===== src/rtl/core/spi_lsb_first_frame_master_top_defines.svh =====
// Assertion macros shared by the serial frame master RTL.
// Included by files that check their own sequencing; no other dependencies.
`ifndef SPI_LSB_FIRST_FRAME_MASTER_TOP_DEFINES_SVH
`define SPI_LSB_FIRST_FRAME_MASTER_TOP_DEFINES_SVH
`ifndef SYNTHESIS
// The consequent must hold in the same cycle as the antecedent.
`define SLFM_ASSERT_NOW(label, clk, rst_n, ante, cons) \
    label: assert property (@(posedge clk) disable iff (!rst_n) (ante) |-> (cons)) \
        else $error("assertion failed");
// The consequent must hold in the cycle after the antecedent.
`define SLFM_ASSERT_NEXT(label, clk, rst_n, ante, cons) \
    label: assert property (@(posedge clk) disable iff (!rst_n) (ante) |=> (cons)) \
        else $error("assertion failed");
`else
`define SLFM_ASSERT_NOW(label, clk, rst_n, ante, cons)
`define SLFM_ASSERT_NEXT(label, clk, rst_n, ante, cons)
`endif
`endif


===== src/rtl/core/slfm_pkg.sv =====
// Shared types and constants of the serial frame master.
// No dependencies; imported by the configuration, sequencer and top modules.
package slfm_pkg;

    localparam int CFG_IDX_W  = 1;
    localparam int CFG_DATA_W = 8;
    localparam int PHASE_W    = 8;

    // Configuration register indexes.
    localparam logic [CFG_IDX_W-1:0] CFG_HALF_PERIOD = 1'b0;
    localparam logic [CFG_IDX_W-1:0] CFG_LEAD        = 1'b1;

    // Phase lengths as the sequencer sees them, never zero.
    typedef struct packed {
        logic [PHASE_W-1:0] half_period;
        logic [PHASE_W-1:0] lead;
    } t_cfg;

    // A programmed length of zero is read as a length of one.
    function automatic logic [PHASE_W-1:0] at_least_one(input logic [PHASE_W-1:0] value);
        at_least_one = (value == '0) ? PHASE_W'(1) : value;
    endfunction

endpackage


===== src/rtl/core/slfm_cfg.sv =====
// Configuration registers of the serial frame master (phase lengths).
// Depends on slfm_pkg.
module slfm_cfg (
    input  logic                            i_clk,
    input  logic                            i_rst_n,
    input  logic                            i_write,
    input  logic [slfm_pkg::CFG_IDX_W-1:0]  i_index,
    input  logic [slfm_pkg::CFG_DATA_W-1:0] i_data,
    output slfm_pkg::t_cfg                  o_cfg
);
    import slfm_pkg::*;

    logic [PHASE_W-1:0] r_half_period;
    logic [PHASE_W-1:0] r_lead;

    always_ff @(posedge i_clk) begin
        if (!i_rst_n) begin
            r_half_period <= PHASE_W'(1);
            r_lead        <= PHASE_W'(1);
        end else if (i_write) begin
            unique case (i_index)
                CFG_HALF_PERIOD: r_half_period <= i_data;
                CFG_LEAD:        r_lead        <= i_data;
                default: begin
                end
            endcase
        end
    end

    assign o_cfg.half_period = at_least_one(r_half_period);
    assign o_cfg.lead        = at_least_one(r_lead);

endmodule


===== src/rtl/core/slfm_seq.sv =====
// Frame sequencer: one tick per accepted transaction, producing pin levels and status.
// Depends on slfm_pkg and the assertion macro header.
`include "spi_lsb_first_frame_master_top_defines.svh"
module slfm_seq #(
    parameter int ADDR_BITS = 6,
    parameter int DATA_BITS = 16,
    parameter int IN_W      = 32,
    parameter int OUT_W     = 24
) (
    input  logic             i_clk,
    input  logic             i_rst_n,
    input  logic             i_accept,
    input  slfm_pkg::t_cfg   i_cfg,
    input  logic [IN_W-1:0]  i_item,
    output logic [OUT_W-1:0] o_result
);
    import slfm_pkg::*;

    localparam int FRAME_BITS = ADDR_BITS + 2 + DATA_BITS;
    localparam int DATA_START = ADDR_BITS + 2;
    localparam int IDX_W      = $clog2(FRAME_BITS + 1);

    typedef enum logic [2:0] {
        ST_IDLE,
        ST_LEAD,
        ST_LOW,
        ST_HIGH,
        ST_DONE
    } t_stage;

    t_stage                r_stage,     n_stage;
    logic [IDX_W-1:0]      r_bit_index, n_bit_index;
    logic [PHASE_W-1:0]    r_phase,     n_phase;
    logic [FRAME_BITS-1:0] r_out_shift, n_out_shift;
    logic [DATA_BITS-1:0]  r_in_word,   n_in_word;
    logic                  r_is_read,   n_is_read;

    logic                  start_req;
    logic                  cmd;
    logic [ADDR_BITS-1:0]  reg_addr;
    logic [DATA_BITS-1:0]  write_data;
    logic                  miso_in;
    logic                  sample;
    logic [FRAME_BITS-1:0] frame;
    logic                  sel, sending, done;

    assign start_req  = i_item[0];
    assign cmd        = i_item[1];
    assign reg_addr   = i_item[2 +: ADDR_BITS];
    assign write_data = i_item[2 + ADDR_BITS +: DATA_BITS];
    assign miso_in    = i_item[2 + ADDR_BITS + DATA_BITS];

    always_comb begin
        frame                 = '0;
        frame[ADDR_BITS-1:0]  = reg_addr;
        frame[ADDR_BITS]      = cmd;
        if (!cmd) begin
            frame[DATA_START +: DATA_BITS] = write_data;
        end
    end

    always_comb begin
        n_stage     = r_stage;
        n_bit_index = r_bit_index;
        n_phase     = r_phase;
        n_out_shift = r_out_shift;
        n_in_word   = r_in_word;
        n_is_read   = r_is_read;
        sample      = 1'b0;
        unique case (r_stage)
            ST_LEAD: begin
                if (r_phase >= i_cfg.lead) begin
                    n_stage = ST_LOW;
                    n_phase = PHASE_W'(1);
                    sample  = 1'b1;
                end else begin
                    n_phase = r_phase + 1'b1;
                end
            end
            ST_LOW: begin
                if (r_phase >= i_cfg.half_period) begin
                    n_stage = ST_HIGH;
                    n_phase = PHASE_W'(1);
                end else begin
                    n_phase = r_phase + 1'b1;
                end
            end
            ST_HIGH: begin
                if (r_phase >= i_cfg.half_period) begin
                    n_bit_index = r_bit_index + 1'b1;
                    n_out_shift = r_out_shift >> 1;
                    if (n_bit_index >= IDX_W'(FRAME_BITS)) begin
                        n_stage = ST_DONE;
                        n_phase = '0;
                    end else begin
                        n_stage = ST_LOW;
                        n_phase = PHASE_W'(1);
                        sample  = 1'b1;
                    end
                end else begin
                    n_phase = r_phase + 1'b1;
                end
            end
            ST_DONE: begin
                n_stage = ST_IDLE;
                n_phase = '0;
            end
            default: begin
                n_stage = ST_IDLE;
                if (start_req) begin
                    n_out_shift = frame;
                    n_is_read   = cmd;
                    n_in_word   = '0;
                    n_bit_index = '0;
                    n_phase     = PHASE_W'(1);
                    n_stage     = ST_LEAD;
                end
            end
        endcase
        // Data bits are sampled in order, so the word fills from the top down.
        if (sample && r_is_read && n_bit_index >= IDX_W'(DATA_START)) begin
            n_in_word = {miso_in, r_in_word[DATA_BITS-1:1]};
        end
    end

    always_ff @(posedge i_clk) begin
        if (!i_rst_n) begin
            r_stage     <= ST_IDLE;
            r_bit_index <= '0;
            r_phase     <= '0;
            r_out_shift <= '0;
            r_in_word   <= '0;
            r_is_read   <= 1'b0;
        end else if (i_accept) begin
            r_stage     <= n_stage;
            r_bit_index <= n_bit_index;
            r_phase     <= n_phase;
            r_out_shift <= n_out_shift;
            r_in_word   <= n_in_word;
            r_is_read   <= n_is_read;
        end
    end

    assign sel     = (n_stage == ST_LEAD) || (n_stage == ST_LOW) || (n_stage == ST_HIGH);
    assign sending = (n_stage == ST_LOW) || (n_stage == ST_HIGH);
    assign done    = (n_stage == ST_DONE);

    always_comb begin
        o_result                 = '0;
        o_result[0]              = sel;
        o_result[1]              = (n_stage != ST_LOW);
        o_result[2]              = sending & n_out_shift[0];
        o_result[3]              = (n_stage != ST_IDLE);
        o_result[4]              = done;
        o_result[5 +: DATA_BITS] = (done && n_is_read) ? n_in_word : '0;
    end

    `SLFM_ASSERT_NEXT(a_done_returns_idle, i_clk, i_rst_n,
        i_accept && (r_stage == ST_DONE), r_stage == ST_IDLE)
    `SLFM_ASSERT_NOW(a_bit_index_in_frame, i_clk, i_rst_n,
        1'b1, r_bit_index <= IDX_W'(FRAME_BITS))
    `SLFM_ASSERT_NOW(a_done_deselected, i_clk, i_rst_n,
        done, !sel && o_result[1])
    `SLFM_ASSERT_NEXT(a_hold_without_accept, i_clk, i_rst_n,
        !i_accept, $stable(r_stage) && $stable(r_bit_index) && $stable(r_in_word))

endmodule


===== src/rtl/core/slfm_oreg.sv =====
// Result register of the serial frame master; parts input acceptance from output stalls.
// Generic over the result width; no dependencies.
module slfm_oreg #(
    parameter int W = 24
) (
    input  logic         i_clk,
    input  logic         i_rst_n,
    input  logic         i_valid,
    output logic         o_ready,
    input  logic [W-1:0] i_data,
    output logic         o_valid,
    input  logic         i_ready,
    output logic [W-1:0] o_data
);
    logic         r_valid;
    logic [W-1:0] r_data;

    // A held result that is being taken frees the register for a new one.
    assign o_ready = !r_valid || i_ready;

    always_ff @(posedge i_clk) begin
        if (!i_rst_n) begin
            r_valid <= 1'b0;
        end else if (o_ready) begin
            r_valid <= i_valid;
        end
    end

    always_ff @(posedge i_clk) begin
        if (o_ready && i_valid) begin
            r_data <= i_data;
        end
    end

    assign o_valid = r_valid;
    assign o_data  = r_data;

endmodule


===== src/rtl/core/spi_lsb_first_frame_master_top.sv =====
// Serial frame master, one input transaction per clock tick unless the output stalls, one result per transaction.
// A result appears on the master side in the cycle after its input is accepted.
// Throughput: one transaction per cycle while results are taken; a master-side stall holds both.
// A frame runs the lead phase, a low and a high half period per frame bit, then the done stage.
// Reset (synchronous, active low) returns the sequencer to idle and both phase lengths to 1.
module spi_lsb_first_frame_master_top #(
    parameter int ADDR_BITS = 6,
    parameter int DATA_BITS = 16
) (
    input  logic                            i_clk,
    input  logic                            i_rst_n,
    input  logic                            i_s_axis_tvalid,
    output logic                            o_s_axis_tready,
    // start_req, cmd, reg_addr, write_data, miso_in (low bit up), zero padded
    input  logic [((ADDR_BITS+DATA_BITS+3+7)/8)*8-1:0] i_s_axis_tdata,
    output logic                            o_m_axis_tvalid,
    input  logic                            i_m_axis_tready,
    // select_out, sclk_out, mosi_out, busy_res, done_res, read_data (low bit up), zero padded
    output logic [((DATA_BITS+5+7)/8)*8-1:0] o_m_axis_tdata,
    input  logic                            i_cfg_valid,
    output logic                            o_cfg_ready,
    input  logic [slfm_pkg::CFG_IDX_W-1:0]  i_cfg_index,
    input  logic [slfm_pkg::CFG_DATA_W-1:0] i_cfg_data
);
    import slfm_pkg::*;

    localparam int IN_W  = ((ADDR_BITS + DATA_BITS + 3 + 7) / 8) * 8;
    localparam int OUT_W = ((DATA_BITS + 5 + 7) / 8) * 8;

    t_cfg             cfg;
    logic             accept;
    logic [OUT_W-1:0] result;

    assign o_cfg_ready = 1'b1;
    assign accept      = i_s_axis_tvalid && o_s_axis_tready;

    slfm_cfg u_cfg (
        .i_clk   (i_clk),
        .i_rst_n (i_rst_n),
        .i_write (i_cfg_valid && o_cfg_ready),
        .i_index (i_cfg_index),
        .i_data  (i_cfg_data),
        .o_cfg   (cfg)
    );

    slfm_seq #(
        .ADDR_BITS (ADDR_BITS),
        .DATA_BITS (DATA_BITS),
        .IN_W      (IN_W),
        .OUT_W     (OUT_W)
    ) u_seq (
        .i_clk    (i_clk),
        .i_rst_n  (i_rst_n),
        .i_accept (accept),
        .i_cfg    (cfg),
        .i_item   (i_s_axis_tdata),
        .o_result (result)
    );

    slfm_oreg #(
        .W (OUT_W)
    ) u_oreg (
        .i_clk   (i_clk),
        .i_rst_n (i_rst_n),
        .i_valid (i_s_axis_tvalid),
        .o_ready (o_s_axis_tready),
        .i_data  (result),
        .o_valid (o_m_axis_tvalid),
        .i_ready (i_m_axis_tready),
        .o_data  (o_m_axis_tdata)
    );

endmodule

===== config.mk =====
export PLATFORM = sky130hd
export DESIGN_NAME = spi_lsb_first_frame_master_top
export DESIGN_NICKNAME = d
export VERILOG_FILES = /design/src/rtl/core/slfm_pkg.sv /design/src/rtl/core/slfm_cfg.sv /design/src/rtl/core/slfm_seq.sv /design/src/rtl/core/slfm_oreg.sv /design/src/rtl/core/spi_lsb_first_frame_master_top.sv
export VERILOG_INCLUDE_DIRS = /design/src /design/src/rtl/core
export SDC_FILE = /design/constraint.sdc
export NUM_CORES = 1
export LEC_CHECK = 0
export ABC_CLOCK_PERIOD_IN_PS = 3100
export BUFFER_PORTS_ARGS = -buffer_cell sky130_fd_sc_hd__buf_2
export CAP_MARGIN = 20
export CORE_ASPECT_RATIO = 1.2
export CORE_MARGIN = 10
export CORE_UTILIZATION = 56
export CTS_CLUSTER_SIZE = 20
export DETAILED_ROUTE_END_ITERATION = 8
export PLACE_DENSITY_LB_ADDON = 0.3
export SYNTH_ARGS = -nofsm -noshare
export SYNTH_HDL_FRONTEND = slang
export SYNTH_SLANG_ARGS = --single-unit

===== constraint.sdc =====
create_clock -name i_clk -period 3.1 [get_ports i_clk]
set_clock_uncertainty 0.1 [all_clocks]
set_input_delay 0.62 -clock i_clk [delete_from_list [all_inputs] [get_ports i_clk]]
set_output_delay 0.62 -clock i_clk [all_outputs]
set_load 0.05 [all_outputs]

==> impl_results.md, run 1 <==
* Status: finished, final reports clean
* GR Util met1 at 19.12%
* Hold WC Path Type: flip-flop to flip-flop
* Mapped Area at 4553 sq um
* Pins Over Slew Limit at 0
* Main combinational cell family by area after synthesis: compound AO/OA/AOI/OAI gates
* RSZ-0062 raised after global routing: no
* Diode count at 0
* Critical Path RT at 3.26 ns
* Worst path buffer plus inverter count at 1
* Detail Route Antenna Nets at 0
* Worst Setup SP: u_cfg.r_half_period[3]
* Yosys top cell area share at 32.54%
* Count of final setup violators at 0
* Post-synth EDFFs at 21
* Initial antenna violation count at 0
* Overall Power at 2.512 mW
* Fin worst setup slack at 0.08063 ns
* Placed cells at 631
* Count leader, synth: dfxtp_1
* Port bufs at 61
* Sequential share of the synthesized area at 46.39%
* Grt total ovfl at 0
* Die area at 12150 sq um
* Final Cycle Share at 97.40%
* Peak Freq at 331.2 MHz
* M2 GR Usage at 27.13%
* Die W at 102.3 um
* Rows at 35
* Worst path max stage delay at 0.39 ns
* Compound-Gate Fraction of Synth Area at 21.19%
* All-Layer GR Usage at 16.11%
* # DRC at 0
* Largest net degree at the start of global routing at 54
* CTS root buf: clkbuf_8
* Top FF cell, synth: dfxtp_1
* Iter 0 DRT Violations at 175
* Pre-CTS setup slack at 0.03842 ns
* Vias at 3749
* CTS Hold Bufs at 0
* Critical-path top delay cell: a2111oi_4
* Fillers at 664
* Synth top area cells: dfxtp_1, edfxtp_1, nand2_1
* CP delay by family, top: compound AO/OA/AOI/OAI gates
* PD cells at 487.9 nW/um^2
* Maximum capacitance violations at 0
* Count of TritonRoute iterations in the first routing pass at 4
* Global-route wire length before repair at 16280 um
* Pleak at 2.001 nW
* Routed len/inst at 15.11 um
* Core Box Area at 7795 sq um
* Drt total wl at 9791 um
* Yosys cell types at 60
* H-tree levels at 3
* Gate Count Post-Synth at 494
* Finished Layout Cells at 648
* CP Cell Sequence: nor4_1 > a41o_1 > ha_1 > nand2b_4 > a2111oi_4 > o31ai_4 > buf_4 > a2bb2oi_1 > a21oi_2 > o31a_4 > a22o_1
* Mux contribution to synthesized area at 0.6595%
* Crit Path Category: flip-flop to flip-flop
* Initial Util at 58.41%
* Fin nets at 616
* Syn-to-layout area delta at 13.05%
* Post-DP HPWL at 7102 um
* Clock latency on the worst-skew pair at 0.37 ns
* CTS Buffer Depth at 2
* Setup TNS at 0 ns
* Vias in the first global route at 3617
* TritonCTS clock tree: built
* Async SR Flop Fraction at 0%
* Final hold violations at 0
* Highest net fanout along the worst path at 16
* Post-synth top area cell: dfxtp_1
* Min-delay src: u_seq.r_out_shift[23]
* Layout cells sized above 1 at 20.86%
* CTS Sinks at 95
* Top-level port count at 73
* Slew of the pin with the lowest slew margin at 0.8996 ns
* Relative slew slack at 39.94%
* Top cells by count, synth: dfxtp_1, nand2_1, a21oi_1, nor2_1, nand3_1
* Gr busiest metal: met2
* Data arrival time of the worst path at 3.17 ns
* GPL Wtd Cong at 0.8679
* Met3 Track Usage GR at 4.371%
* Peak VDD IR at 0.3455 mV
* Period minus WS final at 3.019 ns
* Critical Path End Type: flip-flop
* Num CTS Buffers at 9
* Worst-path clk slew at 0.10 ns
* Synth Area in Simple Gates at 19.81%
* Worst reg2reg path startpoint: u_cfg.r_half_period[3]
* XOR/XNOR share of the synthesized area at 0.9618%
* Yosys warns at 0
* Crit path launch type: flip-flop
* DIE HEIGHT at 118.8 um
* Final hold slack at 0.3655 ns
* Post-Synth Adder-Cell Area at 5.221%
* Vias/cell at 5.785
* Number of synthesized register bits at 95
* Avg Inst Size Synth at 9.217 sq um
state kept, by name (all words and copies together), names as in the netlist:
signal,cells
u_cfg.r_half_period,8
u_oreg.o_data,21
u_cfg.r_lead,8
u_seq.r_is_read,1
u_seq.r_stage,3
u_seq.r_in_word,16
u_seq.r_out_shift,24
u_seq.r_phase,8
u_seq.r_bit_index,5
u_oreg.o_valid,1
cell type report:
| cell class | count | area (sq um) | share of cell area [%] |
|---|---|---|---|
| inverters | 23 | 86.33 | 1.677 |
| well taps | 92 | 115.1 | 2.236 |
| multi-input cells | 346 | 2197 | 42.68 |
| clock buffers | 9 | 123.9 | 2.406 |
| flip-flops and latches | 95 | 2112 | 41.03 |
| repair buffers | 76 | 434.2 | 8.435 |
| clock inverters | 7 | 78.83 | 1.531 |
layer usage:
layer  up-vias  routed length [um]
li1       1879                   -
met1      1780                4347
met2        78                4860
met3        12                 447
met4         0                 135
met5         -                   0
cell families (layout without fill, tap and decap cells):
logic type / Yosys count / after routing
buffers and inverters: 55 / 115
AOI/OAI and AO/OA: 126 / 126
muxes: 3 / 3
other: 2 / 4
adders and majority gates: 19 / 19
and+or+nand+nor: 189 / 189
xor gates and xnor gates: 5 / 5
DFF: 95 / 95
stage by stage:
stage,util [%],area (sq um)
after floorplan,-,4561
after global placement,63.24,4930
after detailed placement,63.24,4930
after CTS,65.84,5132
after global routing,66.04,5147
final,66.04,5147
path summary, 6_finish.rpt:
| check | endpoint | slack [ns] | cells after the start |
|---|---|---|---|
| hold / removal | u_seq.r_out_shift[23] | 0.37 | 2 |
| setup reg to reg | u_seq.r_in_word[1] | 0.08 | 11 |
| hold reg to reg | u_seq.r_out_shift[23] | 0.37 | 2 |
| setup / recovery | u_seq.r_in_word[1] | 0.08 | 11 |
cell usage in the layout (no fill, tap or decap), types with 3 or more instances in the layout:
cell type	netlist	final
o21ai_0	5	5
a21oi_2	2	3
or2_2	3	3
a22oi_1	6	6
nand2b_1	7	7
a22o_1	22	22
clkbuf_8	0	9
mux2i_1	3	3
inv_1	20	20
conb_1	2	4
a21boi_1	4	4
and2_1	12	12
buf_2	9	61
a21oi_1	37	36
a31oi_1	7	7
inv_2	3	3
nor3_1	19	19
nand3_1	29	29
ha_1	19	19
o21ai_1	3	3
dfxtp_1	74	74
xnor2_1	3	3
a221oi_1	16	16
nand2_1	67	67
nor2_1	34	34
edfxtp_1	21	21
nor2b_1	5	5
buf_4	4	13
o211ai_1	3	3
worst min-delay path: stages, from the launching register on:
cell	delay, ns
dfxtp_1	0.33
nand2_1	0.05
a21oi_1	0.05
power breakdown:
| group | internal [mW] | switching (mW) | total, mW |
|---|---|---|---|
| clock | 0.319 | 0.485 | 0.804 |
| sequential | 1.31 | 0.0259 | 1.34 |
| combinational | 0.133 | 0.238 | 0.371 |
what timing repair did:
action | 4_1_cts | 5_1_grt
hold endpoints to repair | 0 | 0
setup buffers | 0 | 1
resized for setup | 0 | 2
setup endpoints to repair | 0 | 43
Power figures use the tool's default switching activity.
==> inputs of run 2 (changes only) <==
--- a/config.mk
+++ b/config.mk
@@ -6,12 +6,12 @@
 export SDC_FILE = /design/constraint.sdc
 export NUM_CORES = 1
 export LEC_CHECK = 0
-export ABC_CLOCK_PERIOD_IN_PS = 3100
+export ABC_CLOCK_PERIOD_IN_PS = 2450
 export BUFFER_PORTS_ARGS = -buffer_cell sky130_fd_sc_hd__buf_2
 export CAP_MARGIN = 20
 export CORE_ASPECT_RATIO = 1.2
 export CORE_MARGIN = 10
-export CORE_UTILIZATION = 56
+export CORE_UTILIZATION = 51
 export CTS_CLUSTER_SIZE = 20
 export DETAILED_ROUTE_END_ITERATION = 8
 export PLACE_DENSITY_LB_ADDON = 0.3
==> constraint.sdc (replaced) <==
create_clock -name i_clk -period 2.45 [get_ports i_clk]
set_clock_uncertainty 0.1 [all_clocks]
set_input_delay 0.49 -clock i_clk [delete_from_list [all_inputs] [get_ports i_clk]]
set_output_delay 0.49 -clock i_clk [all_outputs]
set_load 0.05 [all_outputs]
==> run 2 against run 1 <==
Net effect:
- worst hold slack lost 0.12 ns
- the run now ends with setup timing left
- sequential share of layout area shrank 5.3 points
- worst setup slack lost 0.49 ns
- highest routed layer unchanged
- count of clock-buffer cells in the layout grew 1
- sequential power grew 27%
- largest cell class unchanged
- first-iteration DRC count grew 14%
==> impl_results.md, run 2 (same netlist as run 1, synthesis figures left out) <==
* Initial antenna violation count at 0 (unchanged)
* Highest net fanout along the worst path at 8 (was 16)
* Layout cells sized above 1 at 35.22% (was 20.86%)
* All-Layer GR Usage at 17.19% (was 16.11%)
* Finished Layout Cells at 719 (was 648)
* Post-DP HPWL at 7496 um (was 7102 um)
* Cell area after layout at 5917 sq um (was 5147 sq um)
* CTS Sinks at 95 (unchanged)
* Fin nets at 662 (was 616)
* NetSw at 971.4 uW (was 748.7 uW)
* H-tree levels at 3 (unchanged)
* Switching Fraction at 29.90% (was 29.81%)
* Critical Path End Type: flip-flop (unchanged)
* Crit path launch type: flip-flop (unchanged)
* Die W at 106.3 um (was 102.3 um)
* Combinational cell fraction of total power at 18.3% (was 14.8%)
* Count of final setup violators at 75 (was 0)
* Worst-path clk slew at 0.09 ns (was 0.10 ns)
* Data arrival time of the worst path at 3.03 ns (was 3.17 ns)
* Drt total wl at 11400 um (was 9791 um)
* Routed len/inst at 15.85 um (was 15.11 um)
* Fillers at 656 (was 664)
* Placed cells at 690 (was 631)
* Top-level port count at 73 (unchanged)
* Setup TNS at -22.42 ns (was 0 ns)
* Most flops, register: u_seq.r_out_shift (unchanged)
* Hold WC Path Type: primary input to flip-flop (was flip-flop to flip-flop)
* Vias/cell at 5.554 (was 5.785)
* Peak Freq at 349.8 MHz (was 331.2 MHz)
* DIE HEIGHT at 123.5 um (was 118.8 um)
* Core Box Area at 8657 sq um (was 7795 sq um)
* Initial Util at 52.59% (was 58.41%)
* Detail Route Antenna Nets at 0 (unchanged)
* # DRC at 0 (unchanged)
* Period minus WS final at 2.859 ns (was 3.019 ns)
* RSZ-0062 raised after global routing: yes (was no)
* Syn-to-layout area delta at 29.95% (was 13.05%)
* GPL Wtd Cong at 0.8734 (was 0.8679)
* Diode count at 0 (unchanged)
* Dpl cell area at 5316 sq um (was 4930 sq um)
* Relative slew slack at 53.10% (was 39.94%)
* Largest register FFs at 24 (unchanged)
* Final hold violations at 0 (unchanged)
* Largest net degree at the start of global routing at 24 (was 54)
* Vias at 3993 (was 3749)
* Int Pwr at 2.278 mW (was 1.763 mW)
* Commonest cells after routing, fill and taps aside: dfxtp_1, buf_2, nand2_1 (was dfxtp_1, nand2_1, buf_2)
* PD cells at 549.1 nW/um^2 (was 487.9 nW/um^2)
* Status: finished with violations (was finished, final reports clean)
* Global-route wire length before repair at 18580 um (was 16280 um)
* Fin worst setup slack at -0.4089 ns (was 0.08063 ns)
* Vias in the first global route at 3919 (was 3617)
* Clk pwr share at 29.5% (was 32.0%)
* Failing checks: setup timing
* Num CTS Buffers at 9 (unchanged)
* Maximum capacitance violations at 0 (unchanged)
* Flop pwr share at 52.2% (was 53.2%)
* Port bufs at 61 (unchanged)
* Pre-CTS setup slack at -0.4182 ns (was 0.03842 ns)
* Peak VDD IR at 0.3878 mV (was 0.3455 mV)
* Rows at 37 (was 35)
* TritonCTS clock tree: built (unchanged)
* CTS Hold Bufs at 0 (unchanged)
* Crit Path Category: flip-flop to flip-flop (unchanged)
* Most common cell after layout, fill and taps aside: dfxtp_1 (unchanged)
* Clock latency on the worst-skew pair at 0.38 ns (was 0.37 ns)
* Final Cycle Share at 116.7% (was 97.40%)
* Die area at 13120 sq um (was 12150 sq um)
* Slew of the pin with the lowest slew margin at 0.6988 ns (was 0.8996 ns)
* Pins Over Slew Limit at 0 (unchanged)
* CTS root buf: clkbuf_8 (unchanged)
* Pleak at 2.361 nW (was 2.001 nW)
* Iter 0 DRT Violations at 200 (was 175)
* Grt total ovfl at 0 (unchanged)
* CTS Buffer Depth at 2 (unchanged)
* Critical Path RT at 2.62 ns (was 3.26 ns)
* Count of TritonRoute iterations in the first routing pass at 4 (unchanged)
* Final Util at 68.35% (was 66.04%)
run 2: cell count changes in the layout (fill, tap and decap cells not counted), moves of 5 or more:
cell / before / now
a221oi_1: 16 / 5
a21oi_4: 0 / 5
nand2_1: 67 / 59
a21oi_1: 36 / 28
buf_6: 1 / 12
and2_4: 1 / 7
and2_1: 12 / 6
buf_4: 13 / 42
a221oi_2: 0 / 11
run 2: metal layers:
layer | wire [um] | part of all wire (%) | vias to the layer above | GRT usage, %
li1 | - | - | 1977 | -
met1 | 4732 | 42 | 1895 | 20.04
met2 | 5757 | 51 | 102 | 29.64
met3 | 729 | 6.4 | 19 | 4.633
met4 | 178 | 1.6 | 0 | 6.525
met5 | 0 | 0 | - | 0
run 2: repair_timing:
| action | in CTS | in global routing |
|---|---|---|
| gates resized for setup | 26 | 46 |
| pin swaps | 26 | 45 |
| gates cloned | 4 | 1 |
| buffers inserted | 8 | 2 |
| setup endpoints to repair | 75 | 76 |
run 2: worst paths after layout:
path	cells after the start	from	slack [ns]	endpoint
hold / removal	3	i_cfg_data[0]	0.25	u_cfg.r_half_period[0]
setup reg to reg	10	u_cfg.r_half_period[6]	-0.41	u_seq.r_in_word[2]
hold reg to reg	2	u_cfg.r_lead[7]	0.36	u_cfg.r_lead[7]
setup / recovery	10	u_cfg.r_half_period[6]	-0.41	u_seq.r_in_word[2]
run 2: power groups by stage:
| stage | registers, mW | logic [mW] | clock network [mW] |
|---|---|---|---|
| after global routing | 1.70 | 0.643 | 1.04 |
| after floorplan | 1.79 | 0.298 | 0 |
| after global placement | 1.72 | 0.507 | 0 |
| after CTS | 1.69 | 0.556 | 0.973 |
| final | 1.70 | 0.595 | 0.958 |
| after detailed placement | 1.72 | 0.517 | 0 |
run 2: area by class of cell:
cell class                 instances  area (sq um)  area share [%]
multi-input combinational        349          2571           43.46
clock buffer                      10         127.6           2.157
tap                              117         146.4           2.474
inverter                          23         86.33           1.459
timing repair buffer             119         820.8           13.87
clock inverter                     6         50.05          0.8458
sequential                        95          2115           35.74
run 2: worst max-delay path, cell delays in order (launching register included):
cell and delay (ns):
dfxtp_2 0.34, nor4_4 0.27, a41o_1 0.20, ha_1 0.22
nand2b_4 0.14, a2111oi_4 0.35, o31ai_4 0.14, a2bb2oi_2 0.25
a21oi_4 0.07, o31a_4 0.42, a22o_1 0.22
run 2: stage by stage:
| stage | power, mW | hold slack, ns |
|---|---|---|
| after floorplan | 2.088 | 0.3320 |
| final | 3.249 | 0.2454 |
| after global routing | 3.386 | 0.2493 |
| after global placement | 2.228 | 0.3384 |
| after CTS | 3.219 | 0.2221 |
| after detailed placement | 2.242 | 0.3497 |
==> inputs of run 3 (changes only) <==
--- a/config.mk
+++ b/config.mk
@@ -9,7 +9,7 @@
 export ABC_CLOCK_PERIOD_IN_PS = 2450
 export BUFFER_PORTS_ARGS = -buffer_cell sky130_fd_sc_hd__buf_2
 export CAP_MARGIN = 20
-export CORE_ASPECT_RATIO = 1.2
+export CORE_ASPECT_RATIO = 0.7
 export CORE_MARGIN = 10
 export CORE_UTILIZATION = 51
 export CTS_CLUSTER_SIZE = 20
==> run 3 against run 2 <==
Net effect:
- the run still ends with setup timing left
- sequential power is essentially flat
- register-to-register slack gained 0.07 ns
- cell count grew 0.70%
- count of clock-buffer cells in the layout shrank 1
- critical path depth grew 1
==> impl_results.md, run 3 (same netlist as run 1, synthesis figures left out) <==
* Status: finished with violations (unchanged)
* Failing checks: setup timing (unchanged)
* Fin nets at 664 (was 662)
* Diode count at 0 (unchanged)
* Final Cycle Share at 113.8% (was 116.7%)
* Critical-path top delay cell: a2111oi_4 (was o31a_4)
* CTS Hold Bufs at 0 (unchanged)
* Vias at 4148 (was 3993)
* # DRC at 0 (unchanged)
* Port bufs at 61 (unchanged)
* Fillers at 631 (was 656)
* CTS Sinks at 95 (unchanged)
* Crit Path Category: flip-flop to flip-flop (unchanged)
* Vias/cell at 5.729 (was 5.554)
* Grt total ovfl at 0 (unchanged)
* Reg2Reg Setup Slack at -0.34 ns (was -0.41 ns)
* Crit path launch type: flip-flop (unchanged)
* H-tree levels at 3 (unchanged)
* Most used cell, CP: nand2b_4
* Highest net fanout along the worst path at 8 (unchanged)
* Fin worst setup slack at -0.3393 ns (was -0.4089 ns)
* Vias in the first global route at 4024 (was 3919)
* Iter 0 DRT Violations at 420 (was 200)
* Worst path buffer plus inverter count at 1 (was 0)
* GPL Wtd Cong at 0.8998 (was 0.8734)
* Routed len/inst at 17.22 um (was 15.85 um)
* Slew of the pin with the lowest slew margin at 0.6849 ns (was 0.6988 ns)
* Commonest cells after routing, fill and taps aside: dfxtp_1, nand2_1, buf_2 (was dfxtp_1, buf_2, nand2_1)
* Count of TritonRoute iterations in the first routing pass at 6 (was 4)
* Detail Route Antenna Nets at 0 (unchanged)
* Core Box Area at 8583 sq um (was 8657 sq um)
* Top-level port count at 73 (unchanged)
* Largest register FFs at 24 (unchanged)
* Count of final setup violators at 74 (was 75)
* PD cells at 644.7 nW/um^2 (was 549.1 nW/um^2)
* Drt total wl at 12470 um (was 11400 um)
* Peak VDD IR at 0.5336 mV (was 0.3878 mV)
* Post-DP HPWL at 7966 um (was 7496 um)
* CTS root buf: clkbuf_16 (was clkbuf_8)
* Syn-to-layout area delta at 32.78% (was 29.95%)
* Final Util at 70.44% (was 68.35%)
* TritonCTS clock tree: built (unchanged)
* Die W at 132.9 um (was 106.3 um)
* Hold WC Path Type: primary input to flip-flop (unchanged)
* Placed cells at 694 (was 690)
* Worst-path clk slew at 0.07 ns (was 0.09 ns)
* Cell area after layout at 6046 sq um (was 5917 sq um)
* Initial Util at 53.05% (was 52.59%)
* Pins Over Slew Limit at 0 (unchanged)
* Initial antenna violation count at 0 (unchanged)
* Largest net degree at the start of global routing at 40 (was 24)
* Die area at 13170 sq um (was 13120 sq um)
* Pleak at 2.439 nW (was 2.361 nW)
* Layout cells sized above 1 at 33.44% (was 35.22%)
* Global-route wire length before repair at 19550 um (was 18580 um)
* CTS Buffer Depth at 2 (unchanged)
* Multi-input gate area at 2481 sq um (was 2571 sq um)
* Final hold violations at 0 (unchanged)
* Worst path max stage delay at 0.36 ns (was 0.42 ns)
* Critical Path End Type: flip-flop (unchanged)
* Finished Layout Cells at 724 (was 719)
* Num CTS Buffers at 9 (unchanged)
* CP delay by family, top: compound AO/OA/AOI/OAI gates (unchanged)
* RSZ-0062 raised after global routing: yes (unchanged)
* All-Layer GR Usage at 17.95% (was 17.19%)
* Peak Freq at 358.5 MHz (was 349.8 MHz)
* Maximum capacitance violations at 0 (unchanged)
* Reg area at 2116 sq um (was 2115 sq um)
* Period minus WS final at 2.789 ns (was 2.859 ns)
* Dpl cell area at 5340 sq um (was 5316 sq um)
* Critical Path RT at 2.45 ns (was 2.62 ns)
* Relative slew slack at 54.03% (was 53.10%)
* Rows at 28 (was 37)
* Most common cell after layout, fill and taps aside: dfxtp_1 (unchanged)
* DIE HEIGHT at 99.05 um (was 123.5 um)
* Clock latency on the worst-skew pair at 0.35 ns (was 0.38 ns)
* Data arrival time of the worst path at 2.79 ns (was 3.03 ns)
* Most flops, register: u_seq.r_out_shift (unchanged)
* CP Cell Sequence: nor4_2 > a41o_1 > ha_1 > nand2b_4 > a2111oi_4 > o31ai_4 > and2_4 > a32oi_4 > buf_12 > nand2b_4 > a21boi_2 (was nor4_4 > a41o_1 > ha_1 > nand2b_4 > a2111oi_4 > o31ai_4 > a2bb2oi_2 > a21oi_4 > o31a_4 > a22o_1)
run 3: where the power goes:
group | internal, mW | switching, mW | total, mW
sequential | 1.66 | 0.0316 | 1.69
clock | 0.999 | 0.613 | 1.61
combinational | 0.230 | 0.363 | 0.594
total | 2.89 | 1.01 | 3.90
run 3: final cells by class:
type / instances / area share (%)
well taps: 120 / 2.483
flip-flops and latches: 95 / 35.00
repair buffers: 122 / 14.36
inverters: 23 / 1.428
multi-input cells: 348 / 41.04
clock inverters: 7 / 1.966
clock buffers: 9 / 3.725
run 3: layer usage:
metal,wire length (um),vias to the layer above,track usage [%]
met5,0,-,0
met4,312,0,7.757
met3,1147,23,5.172
met2,5597,190,27.00
met1,5409,1956,23.52
li1,-,1979,-
run 3: metrics by stage:
step                      hold WS [ns]  setup WS, ns  power [mW]  TNS, ns
after detailed placement        0.3436       -0.3655       2.254   -20.94
final                           0.2577       -0.3393       3.898   -19.61
after global placement          0.3398       -0.3095       2.238   -16.99
after global routing            0.2706       -0.4505       4.022   -27.90
after floorplan                 0.3320       -0.2638       2.088   -9.880
after CTS                       0.2508       -0.3181       3.887   -18.04
run 3: worst reg2reg max path: cells and delay by family (launching register included):
family	cells	cell delay [ns]
AO/OA/AOI/OAI	5	0.99
AND/OR/NAND/NOR	4	0.74
flip-flops	1	0.32
adder cells (fa/ha/maj)	1	0.22
buffers and inverters	1	0.16
run 3: final timing paths:
path	from	end	cells after the start
worst max-delay path	u_cfg.r_half_period[6]	u_oreg.o_data[16]	11
worst min-delay path	i_s_axis_tdata[24]	u_seq.r_in_word[15]	2
worst max register to register	u_cfg.r_half_period[6]	u_oreg.o_data[16]	11
worst min register to register	u_cfg.r_lead[7]	u_cfg.r_lead[7]	2
run 3: repair_timing:
item / CTS / global route
resized for setup: 29 / 20
setup endpoints to repair: 74 / 75
gates cloned: 3 / 0
pin swaps: 20 / 15
buffers inserted: 8 / 4
